$ cat src/rtl/fpw_pkg.sv
// ============================================================================
// Four-level page walker package
// Shared types, codes and constants of the four-level page walker.
// ============================================================================
package fpw_pkg;

    localparam int PHYS_ADDR_BITS   = 52;
    localparam int LINEAR_ADDR_BITS = 48;
    localparam int PAGE_SHIFT       = 12;
    localparam int INDEX_BITS       = 9;
    localparam int CFG_INDEX_BITS   = 2;
    localparam int CFG_DATA_BITS    = 52;

    // Physical address mask, table base mask and page offset masks.
    localparam logic [51:0] PHYS_MASK  = 52'((64'(1) << PHYS_ADDR_BITS) - 64'(1));
    localparam logic [51:0] TABLE_MASK = PHYS_MASK & ~52'h0_0000_0000_0fff;
    localparam logic [51:0] MASK_1G    = 52'h0_0000_3fff_ffff;
    localparam logic [51:0] MASK_2M    = 52'h0_0000_001f_ffff;
    localparam logic [51:0] MASK_4K    = 52'h0_0000_0000_0fff;

    // Entry bit positions.
    localparam int ENTRY_PRESENT_BIT   = 0;
    localparam int ENTRY_PAGE_SIZE_BIT = 7;

    // Commands of an input request.
    localparam logic CMD_TRANSLATE = 1'b0;
    localparam logic CMD_ENTRY     = 1'b1;

    // Kinds of a result.
    localparam logic KIND_READ = 1'b0;
    localparam logic KIND_DONE = 1'b1;

    // Status codes.
    localparam logic [2:0] STATUS_MAPPED       = 3'd0;
    localparam logic [2:0] STATUS_MODE_UNSUPP  = 3'd1;
    localparam logic [2:0] STATUS_NP_BASE      = 3'd2;

    // Page sizes.
    localparam logic [1:0] PAGE_4K = 2'd0;
    localparam logic [1:0] PAGE_2M = 2'd1;
    localparam logic [1:0] PAGE_1G = 2'd2;

    // Table levels.
    localparam logic [1:0] LEVEL_PML4 = 2'd0;
    localparam logic [1:0] LEVEL_PDPT = 2'd1;
    localparam logic [1:0] LEVEL_PD   = 2'd2;
    localparam logic [1:0] LEVEL_PT   = 2'd3;

    // Configuration register indexes.
    localparam logic [CFG_INDEX_BITS-1:0] CFG_ROOT_TABLE = 2'd0;
    localparam logic [CFG_INDEX_BITS-1:0] CFG_LONG_MODE  = 2'd1;
    localparam logic [CFG_INDEX_BITS-1:0] CFG_FIVE_LEVEL = 2'd2;

    typedef struct packed {
        logic        command;
        logic [47:0] linear_address;
        logic [63:0] table_entry;
    } walk_in_t;

    typedef struct packed {
        logic        kind;
        logic [51:0] read_address;
        logic [51:0] physical_address;
        logic [2:0]  status;
        logic [1:0]  page_size;
    } walk_out_t;

    typedef struct packed {
        logic [51:0] root_table_address;
        logic        long_mode_active;
        logic        five_level_enabled;
    } walk_cfg_t;

    typedef struct packed {
        logic        busy;
        logic [1:0]  level;
        logic [47:0] linear_address;
    } walk_state_t;

endpackage

$ cat src/rtl/four_level_page_walker.sv
// ============================================================================
// Four-level page walker
// Translates a 48-bit linear address with the four-level table walk.
// ============================================================================
// Usage. A request on the item channel either starts a translation
// (command zero, with the linear address) or returns a table entry that
// memory has read (command one). Each request gives at most one result on
// the result channel: a memory read request for the next table entry, or a
// finished translation with its status, physical address and page size.
// An entry that arrives while no walk is running gives no result.
// Both channels accept a request at a clock edge where valid is high and
// stall is low. Configuration is written through the cfg channel, which is
// always ready, and should only change while the walker is idle.
// A request is first held in the input register and its result is then
// loaded into the result register, which drives result_valid. Throughput
// is one request per cycle while the receiver does not stall; the step
// logic is a single level of masking, index selection and compare between
// the two registers.
// When the receiver stalls, the result register holds its result and the
// input register can still take one more request, after which the item
// channel stalls too. Reset clears the walk state, the configuration and
// both register valid flags; no clearing pass is needed.
// ============================================================================
module four_level_page_walker
(
    input  logic                                clk,
    input  logic                                rst_n,
    input  logic                                item_valid,
    output logic                                item_stall,
    input  fpw_pkg::walk_in_t                   item,
    output logic                                result_valid,
    input  logic                                result_stall,
    output fpw_pkg::walk_out_t                  result,
    input  logic                                cfg_valid,
    output logic                                cfg_ready,
    input  logic [fpw_pkg::CFG_INDEX_BITS-1:0]  cfg_index,
    input  logic [fpw_pkg::CFG_DATA_BITS-1:0]   cfg_data
);

    fpw_pkg::walk_cfg_t   cfg;

    // Input register: holds the accepted request until the step logic uses it.
    fpw_pkg::walk_in_t    item_reg;
    logic                 item_full_reg;
    logic                 item_full_next;

    // Walk state carried from one request to the next.
    fpw_pkg::walk_state_t state_reg;
    fpw_pkg::walk_state_t state_next;

    // Result register.
    fpw_pkg::walk_out_t   result_reg;
    fpw_pkg::walk_out_t   step_result;
    logic                 step_present;
    logic                 result_full_reg;
    logic                 result_full_next;

    logic                 accept;
    logic                 advance;

    fpw_cfg_regs u_cfg_regs
    (
        .clk       (clk),
        .rst_n     (rst_n),
        .cfg_valid (cfg_valid),
        .cfg_ready (cfg_ready),
        .cfg_index (cfg_index),
        .cfg_data  (cfg_data),
        .cfg       (cfg)
    );

    fpw_walk_step u_walk_step
    (
        .item       (item_reg),
        .cfg        (cfg),
        .state      (state_reg),
        .state_next (state_next),
        .present    (step_present),
        .result     (step_result)
    );

    // The held request moves on when the result register is empty or is
    // being emptied in this cycle.
    assign advance    = item_full_reg && (!result_full_reg || !result_stall);
    assign item_stall = item_full_reg && !advance;
    assign accept     = item_valid && !item_stall;

    always_comb
    begin
        item_full_next = item_full_reg;
        if (accept)
        begin
            item_full_next = 1'b1;
        end
        else if (advance)
        begin
            item_full_next = 1'b0;
        end

        result_full_next = result_full_reg;
        if (advance && step_present)
        begin
            result_full_next = 1'b1;
        end
        else if (result_full_reg && !result_stall)
        begin
            result_full_next = 1'b0;
        end
    end

    always_ff @(posedge clk or negedge rst_n)
    begin
        if (!rst_n)
        begin
            item_full_reg   <= 1'b0;
            result_full_reg <= 1'b0;
            state_reg       <= '0;
        end
        else
        begin
            item_full_reg   <= item_full_next;
            result_full_reg <= result_full_next;
            if (advance)
            begin
                state_reg <= state_next;
            end
        end
    end

    // Payload registers carry no reset.
    always_ff @(posedge clk)
    begin
        if (accept)
        begin
            item_reg <= item;
        end
        if (advance && step_present)
        begin
            result_reg <= step_result;
        end
    end

    assign result_valid = result_full_reg;
    assign result       = result_reg;

    // An idle walker always rests at the top level.
    a_idle_level: assert property (@(posedge clk) disable iff (!rst_n)
        !state_reg.busy |-> state_reg.level == fpw_pkg::LEVEL_PML4)
        else $error("idle walker not at the top level");

    // The input side stalls only behind a stalled, full result register.
    a_stall_cause: assert property (@(posedge clk) disable iff (!rst_n)
        item_stall |-> result_full_reg && result_stall)
        else $error("input stalled without a stalled result");

    // A returned entry with no walk running produces no result.
    a_stray_entry: assert property (@(posedge clk) disable iff (!rst_n)
        advance && !result_full_reg && !state_reg.busy
            && item_reg.command == fpw_pkg::CMD_ENTRY |=> !result_full_reg)
        else $error("result produced for an entry while idle");

    // A produced result is always presented in the next cycle.
    a_result_loaded: assert property (@(posedge clk) disable iff (!rst_n)
        advance && step_present |=> result_full_reg)
        else $error("produced result was lost");

    // A translation request always leaves the walker busy or finishes it.
    a_translate_state: assert property (@(posedge clk) disable iff (!rst_n)
        advance && item_reg.command == fpw_pkg::CMD_TRANSLATE |=>
            state_reg.busy == (result_reg.kind == fpw_pkg::KIND_READ))
        else $error("walk state disagrees with the translation result");

endmodule

$ cat src/rtl/fpw_cfg_regs.sv
// ============================================================================
// Four-level page walker configuration registers
// Holds the root table address and the two paging mode bits.
// ============================================================================
module fpw_cfg_regs
(
    input  logic                                   clk,
    input  logic                                   rst_n,
    input  logic                                   cfg_valid,
    output logic                                   cfg_ready,
    input  logic [fpw_pkg::CFG_INDEX_BITS-1:0]     cfg_index,
    input  logic [fpw_pkg::CFG_DATA_BITS-1:0]      cfg_data,
    output fpw_pkg::walk_cfg_t                     cfg
);

    fpw_pkg::walk_cfg_t cfg_reg;
    fpw_pkg::walk_cfg_t cfg_next;

    // Writes are taken in any cycle.
    assign cfg_ready = 1'b1;

    always_comb
    begin
        cfg_next = cfg_reg;
        if (cfg_valid && cfg_ready)
        begin
            case (cfg_index)
                fpw_pkg::CFG_ROOT_TABLE: cfg_next.root_table_address = cfg_data[51:0];
                fpw_pkg::CFG_LONG_MODE:  cfg_next.long_mode_active   = cfg_data[0];
                fpw_pkg::CFG_FIVE_LEVEL: cfg_next.five_level_enabled = cfg_data[0];
                default:                 cfg_next = cfg_reg;
            endcase
        end
    end

    always_ff @(posedge clk or negedge rst_n)
    begin
        if (!rst_n)
        begin
            cfg_reg <= '0;
        end
        else
        begin
            cfg_reg <= cfg_next;
        end
    end

    assign cfg = cfg_reg;

endmodule

$ cat src/rtl/fpw_walk_step.sv
// ============================================================================
// Four-level page walker step logic
// Works out the result and the next walk state for one input request.
// ============================================================================
module fpw_walk_step
(
    input  fpw_pkg::walk_in_t     item,
    input  fpw_pkg::walk_cfg_t    cfg,
    input  fpw_pkg::walk_state_t  state,
    output fpw_pkg::walk_state_t  state_next,
    output logic                  present,
    output fpw_pkg::walk_out_t    result
);

    // Nine-bit table index of a linear address at a given level.
    function automatic logic [8:0] level_index(input logic [47:0] la, input logic [1:0] level);
        logic [8:0] idx;
        begin
            case (level)
                fpw_pkg::LEVEL_PML4: idx = la[47:39];
                fpw_pkg::LEVEL_PDPT: idx = la[38:30];
                fpw_pkg::LEVEL_PD:   idx = la[29:21];
                fpw_pkg::LEVEL_PT:   idx = la[20:12];
                default:             idx = la[20:12];
            endcase
            return idx;
        end
    endfunction

    function automatic logic [51:0] entry_address(input logic [51:0] base,
                                                  input logic [47:0] la,
                                                  input logic [1:0] level);
        return (base & fpw_pkg::TABLE_MASK) | {40'd0, level_index(la, level), 3'd0};
    endfunction

    logic [51:0] entry_phys;
    logic [51:0] la_wide;
    logic [1:0]  level_inc;
    logic        entry_present;
    logic        entry_large;

    assign entry_phys    = item.table_entry[51:0] & fpw_pkg::PHYS_MASK;
    assign la_wide       = {4'd0, state.linear_address};
    assign level_inc     = state.level + 2'd1;
    assign entry_present = item.table_entry[fpw_pkg::ENTRY_PRESENT_BIT];
    assign entry_large   = item.table_entry[fpw_pkg::ENTRY_PAGE_SIZE_BIT];

    always_comb
    begin
        state_next = state;
        present    = 1'b0;
        result     = '0;

        if (item.command == fpw_pkg::CMD_TRANSLATE)
        begin
            present = 1'b1;
            if (!cfg.long_mode_active || cfg.five_level_enabled)
            begin
                state_next.busy  = 1'b0;
                state_next.level = fpw_pkg::LEVEL_PML4;
                result.kind      = fpw_pkg::KIND_DONE;
                result.status    = fpw_pkg::STATUS_MODE_UNSUPP;
            end
            else
            begin
                state_next.busy           = 1'b1;
                state_next.level          = fpw_pkg::LEVEL_PML4;
                state_next.linear_address = item.linear_address;
                result.kind               = fpw_pkg::KIND_READ;
                result.read_address       = entry_address(cfg.root_table_address,
                                                          item.linear_address,
                                                          fpw_pkg::LEVEL_PML4);
            end
        end
        else if (state.busy)
        begin
            present = 1'b1;
            if (!entry_present)
            begin
                state_next.busy  = 1'b0;
                state_next.level = fpw_pkg::LEVEL_PML4;
                result.kind      = fpw_pkg::KIND_DONE;
                result.status    = fpw_pkg::STATUS_NP_BASE + {1'b0, state.level};
            end
            else if (state.level == fpw_pkg::LEVEL_PT)
            begin
                state_next.busy         = 1'b0;
                state_next.level        = fpw_pkg::LEVEL_PML4;
                result.kind             = fpw_pkg::KIND_DONE;
                result.page_size        = fpw_pkg::PAGE_4K;
                result.physical_address = (entry_phys & ~fpw_pkg::MASK_4K)
                                        | (la_wide & fpw_pkg::MASK_4K);
            end
            else if (entry_large && state.level == fpw_pkg::LEVEL_PDPT)
            begin
                state_next.busy         = 1'b0;
                state_next.level        = fpw_pkg::LEVEL_PML4;
                result.kind             = fpw_pkg::KIND_DONE;
                result.page_size        = fpw_pkg::PAGE_1G;
                result.physical_address = (entry_phys & ~fpw_pkg::MASK_1G)
                                        | (la_wide & fpw_pkg::MASK_1G);
            end
            else if (entry_large && state.level == fpw_pkg::LEVEL_PD)
            begin
                state_next.busy         = 1'b0;
                state_next.level        = fpw_pkg::LEVEL_PML4;
                result.kind             = fpw_pkg::KIND_DONE;
                result.page_size        = fpw_pkg::PAGE_2M;
                result.physical_address = (entry_phys & ~fpw_pkg::MASK_2M)
                                        | (la_wide & fpw_pkg::MASK_2M);
            end
            else
            begin
                state_next.level    = level_inc;
                result.kind         = fpw_pkg::KIND_READ;
                result.read_address = entry_address(entry_phys, state.linear_address,
                                                    level_inc);
            end
        end
    end

endmodule

$ cat config.mk
export PLATFORM = sky130hd
export DESIGN_NAME = four_level_page_walker
export DESIGN_NICKNAME = d
export VERILOG_FILES = /design/src/rtl/fpw_pkg.sv /design/src/rtl/four_level_page_walker.sv /design/src/rtl/fpw_cfg_regs.sv /design/src/rtl/fpw_walk_step.sv
export SDC_FILE = /design/constraint.sdc
export NUM_CORES = 1
export LEC_CHECK = 0
export BUFFER_PORTS_ARGS = -buffer_cell sky130_fd_sc_hd__buf_2
export CAP_MARGIN = 20
export CORE_MARGIN = 1
export CORE_UTILIZATION = 30
export CTS_CLUSTER_DIAMETER = 50
export DETAILED_ROUTE_END_ITERATION = 8
export HOLD_SLACK_MARGIN = 0.03
export PLACE_DENSITY_LB_ADDON = 0.15
export SYNTH_ARGS = -nofsm -noshare
export SYNTH_HDL_FRONTEND = slang
export SYNTH_HIERARCHICAL = 1
export SYNTH_SLANG_ARGS = --single-unit
$ cat constraint.sdc
create_clock -name clk -period 10.45 [get_ports clk]
set_input_delay 1.045 -clock clk [delete_from_list [all_inputs] [get_ports clk]]
set_output_delay 1.045 -clock clk [all_outputs]
set_load 0.01 [all_outputs]
==> run metrics, run 1 <==
Critical Path End Type flip-flop; PD cells about 240 nW/um2; Peak VDD IR between 100 and 150 uV; fin crit period between 2 and 3 ns; final worst-path cycle share 0.266; Tot GR Track Use 0.148; Reg area about 8200 um2; Area Growth Syn to Fin 25.7%; WHS a little over 0.5 ns; CP Launch Type flip-flop; Clk pwr share 0.396; Critical Path RT between 10 and 15 ns; # rows 70; Slew Limit Fails 0; Comb pwr share 0.145; internal power approximately 2.5 mW; pin count of the biggest net entering global routing 70; io pins approximately 290; Root Buffer clkbuf_16; total power around 3.3 mW; leakage between 5 and 6 nW; Hold Crit Class reg -> reg; Fin. Hold Viols 0; CTS clk-pin slew, worst paths approximately 0.06 ns; crit path kind reg -> reg; mean number of vias per cell around 4.7; vias in the first global route 6636; final core utilization 0.385; synthesized cell area around 11000 um2; Seq pwr share 0.459; FILL cells between 3000 and 4000; antenna violations before repair 1; Largest register FFs 110; CTS resizes 0; gr ovfl total 0; Die W about 200 um; Post-Route Skew 0.0194 ns; CTS H-tree lvls 2; setup repair bufs after CTS 0; die area around 38000 um2; CTS tree yes; I/O Buffers 250; commonest cells after routing, fill and taps aside buf_2 (249), edfxtp_1 (201), mux2_2 (121); Core Region between 30000 and 40000 um2; DRT iter0 DRCs 331; setup tns final 0 ns; Max Freq 360 MHz; post-route ant nets 0; max_slew headroom 0.372; share of cells above drive strength 1 0.480; Vias about 6600; Critical Path Fanout Max 69; Finished Cell Area ~14000 um2; status finished clean; Mapped Cells 648; Pre-antenna DRT Iters 4; die height a little under 200 um; first-pass GRT wire length between 40 and 50 mm; most common cell after layout, fill and taps aside buf_2; Sw Share 0.257; Avg Synthesized Cell Area roughly 17 um2; Yosys Warn Count 6; Multi-input gate area roughly 2700 um2; Tightest Pin Transition about 0.94 ns; Skew-Pair Late Insertion Delay about 0.55 ns; DP Area around 13000 um2; DRC 0; initial core utilization 0.306; final setup fails 0; RSZ-0062 raised after global routing no; Num CTS Buffers 40; CTS Buffer Depth 3; Post-DP HPWL roughly 18 mm; max-cap viol count 0; switching power roughly 860 uW; drt wl/cell between 20 and 25 um; nets@finish approximately 1100; gp weighted congestion ~0.73; hold buffers post-CTS 0; WL final around 28 mm; CTS sink count about 290; Arr. time, crit path about 3 ns
layer usage:
metal | share of wire | vias to the layer above | track usage
met5 | 0 | - | 0
met4 | 0.022 | 0 | 0.0524
met3 | 0.055 | 41 | 0.0347
met2 | 0.47 | 209 | 0.240
met1 | 0.45 | 3297 | 0.195
li1 | - | 3015 | -
power groups by stage:
stage	Combinational, mW	Sequential (mW)	Clock (mW)
final	0.487	1.54	1.33
after global routing	0.531	1.56	1.42
after CTS	0.498	1.54	1.37
after detailed placement	0.497	1.56	0
after global placement	0.489	1.56	0
after floorplan	0.314	1.56	0
cell type report:
| class | count | area share |
|---|---|---|
| Timing Repair Buffer | 260 | 0.0938 |
| Tap cell | 468 | 0.0413 |
| Inverter | 3 | 0.000795 |
| Multi-Input combinational cell | 314 | 0.194 |
| Antenna cell | 2 | 0.000353 |
| Clock buffer | 56 | 0.0778 |
| Sequential cell | 287 | 0.578 |
| Clock inverter | 18 | 0.0139 |
worst max-delay path, cell delays in order, from the launching register on:
cell and delay [ns]:
edfxtp_1 0.53, nand2b_1 0.21, nand2_1 0.12, a21oi_4 0.11, buf_4 0.53, buf_4 0.84
per-stage QoR:
stage,cells,setup slack (ns)
after floorplan,650,3.47
after global placement,1332,7.27
after detailed placement,1332,7.24
after CTS,1406,7.61
after global routing,1406,7.48
final,1408,7.67
path summary, 6_finish.rpt:
kind,start,to,slack [ns],depth (start not counted)
setup / recovery,item_reg[112],result[8],7.67,5
hold / removal,u_cfg_regs/cfg[1],u_cfg_regs/cfg[1],0.50,1
setup reg to reg,item_reg[112],result[8],7.67,5
hold reg to reg,u_cfg_regs/cfg[1],u_cfg_regs/cfg[1],0.50,1
max in group asynchronous,rst_n,state_reg[29],8.73,2
min in group asynchronous,rst_n,state_reg[32],0.51,1
(Power assumes the default switching activity.)
==> run 2: changes to the inputs <==
--- a/config.mk
+++ b/config.mk
@@ -5,6 +5,7 @@
 export SDC_FILE = /design/constraint.sdc
 export NUM_CORES = 1
 export LEC_CHECK = 0
+export ABC_AREA = 1
 export BUFFER_PORTS_ARGS = -buffer_cell sky130_fd_sc_hd__buf_2
 export CAP_MARGIN = 20
 export CORE_MARGIN = 1
==> constraint.sdc (replaced) <==
create_clock -name clk -period 2.8 [get_ports clk]
set_input_delay 0.28 -clock clk [delete_from_list [all_inputs] [get_ports clk]]
set_output_delay 0.28 -clock clk [all_outputs]
set_load 0.01 [all_outputs]
==> run metrics, run 2 <==
ANT cells 0 (was 2); Core Region 38000 um2 (was 36800 um2); antenna violations before repair 0 (was 1); pin count of the biggest net entering global routing 85 (was 70); Pre-antenna DRT Iters 5 (was 4); CTS H-tree lvls 2 (unchanged); Root Buffer clkbuf_16 (unchanged); Fin. Hold Viols 0 (unchanged); final setup fails 0 (unchanged); Mapped Cells 1108 (was 648); Max Freq 485 MHz; total power 13.2 mW (was 3.35 mW); setup repair bufs after CTS 0 (unchanged); WL final 34.6 mm (was 28.4 mm); switching power 3.59 mW (was 861 uW); Hold Crit Class in -> reg (was reg -> reg); Largest register FFs 110 (unchanged); CTS clk-pin slew, worst paths 0.05 ns (was 0.06 ns); Num CTS Buffers 42 (was 40); Die W 199 um (was 196 um); gp weighted congestion 0.741 (was 0.728); first-pass GRT wire length 52.3 mm (was 42.0 mm); Critical Path End Type output port (was flip-flop); status finished clean (unchanged); internal power 9.59 mW (was 2.49 mW); I/O Buffers 250 (unchanged); Peak VDD IR 402 uV (was 130 uV); die height 199 um (was 196 um); CP Launch Type flip-flop (unchanged); Area Growth Syn to Fin 39.6% (was 25.7%); FILL cells 3756 (was 3504); Critical Path Fanout Max 44 (was 69); Seq pwr share 0.424 (was 0.459); CTS Buffer Depth 3 (unchanged); commonest cells after routing, fill and taps aside nand2_1 (476), buf_2 (249), edfxtp_1 (201) (was buf_2 (249), edfxtp_1 (201), mux2_2 (121)); Arr. time, crit path 1.78 ns (was 2.94 ns); drt wl/cell 17.0 um (was 20.2 um); DRC 0 (unchanged); Sw Share 0.272 (was 0.257); vias in the first global route 9110 (was 6636); initial core utilization 0.307 (was 0.306); Yosys Warn Count 6 (unchanged); leakage 7.24 nW (was 5.75 nW); Skew-Pair Late Insertion Delay 0.55 ns (about the same); RSZ-0062 raised after global routing no (unchanged); Clk pwr share 0.433 (was 0.396); # rows 71 (was 70); max-cap viol count 0 (unchanged); Tightest Pin Transition 0.970 ns (was 0.943 ns); synthesized cell area 11700 um2 (was 11300 um2); share of cells above drive strength 1 0.239 (was 0.480); Vias 8991 (was 6562); post-route ant nets 0 (unchanged); nets@finish 1667 (was 1078); hold buffers post-CTS 137 (was 0); Slew Limit Fails 0 (unchanged); die area 39700 um2 (was 38300 um2); PD cells 808 nW/um2 (was 236 nW/um2); Tot GR Track Use 0.178 (was 0.148); gr ovfl total 0 (unchanged); Post-DP HPWL 21.1 mm (was 18.1 mm); crit path kind reg -> out (was reg -> reg); CTS sink count 287 (unchanged); max_slew headroom 0.351 (was 0.372); Critical Path RT 2.52 ns (was 10.61 ns); fin crit period a little over 2 ns; CTS tree yes (unchanged); mean number of vias per cell 4.41 (was 4.66); Post-Route Skew 0.0139 ns (was 0.0194 ns); io pins 285 (unchanged); setup tns final 0 ns (unchanged); most common cell after layout, fill and taps aside nand2_1 (was buf_2); final worst-path cycle share 0.736; DRT iter0 DRCs 516 (was 331); Comb pwr share 0.143 (was 0.145); CTS resizes 0 (unchanged); Avg Synthesized Cell Area 10.5 um2 (was 17.4 um2)
-- run 2: per-stage QoR --
| step | std cells | util | setup slack [ns] | area (um2) | hold slack (ns) |
|---|---|---|---|---|---|
| 6_report | 2040 | 0.429 | 0.740 | 16300 | 0.0782 |
| 5_1_grt | 2040 | 0.429 | 0.624 | 16300 | 0.0767 |
| 4_1_cts | 2040 | 0.429 | 0.665 | 16300 | 0.0494 |
| 3_5_place_dp | 1825 | 0.352 | 0.792 | 13400 | 0.343 |
| 3_3_place_gp | 1825 | 0.352 | 0.811 | 13400 | 0.334 |
| 2_1_floorplan | 1110 | - | 0.0238 | 11700 | -0.0156 |
-- run 2: layout make-up --
class                           instances  area, um2  share of cell area
Sequential cell                       287       8190               0.503
Multi-Input combinational cell        715       2940               0.181
Timing Repair Buffer                  413       2860               0.175
Clock buffer                           55       1190              0.0733
Tap cell                              511        639              0.0392
Clock inverter                         23        329              0.0202
Inverter                               36        141             0.00868
-- run 2: path summary, 6_finish.rpt --
check / from / end / slack, ns / cells after the start
min reg2reg: u_cfg_regs/cfg[25] / u_cfg_regs/cfg[25] / 0.47 / 2
min: cfg_index[0] / u_cfg_regs/cfg[1] / 0.08 / 4
min in group asynchronous: rst_n / state_reg[35] / 0.31 / 2
max: result_valid / item_stall / 0.74 / 4
max in group asynchronous: rst_n / u_cfg_regs/cfg[48] / 1.69 / 3
max reg2reg: state_reg[48] / result[62] / 0.80 / 6
-- run 2: power groups by stage --
stage	sequential, mW	clock, mW	combinational, mW
finish	5.58	5.71	1.88
global route	5.66	6.02	2.15
CTS	5.58	5.86	1.93
detailed placement	5.66	0	1.77
global placement	5.65	0	1.75
floorplan	5.59	0	1.07
-- run 2: critical path: stages, from the launching register on --
cell     delay, ns
dfrtp_1       0.39
nand2_2       0.11
buf_4         0.49
nor2_1        0.08
buf_2         0.16
-- run 2: per-layer routing --
layer	GRT usage	wire [um]
met1	0.231	15200
met4	0.0635	1010
met5	0	0
met2	0.289	16400
met3	0.0402	2050
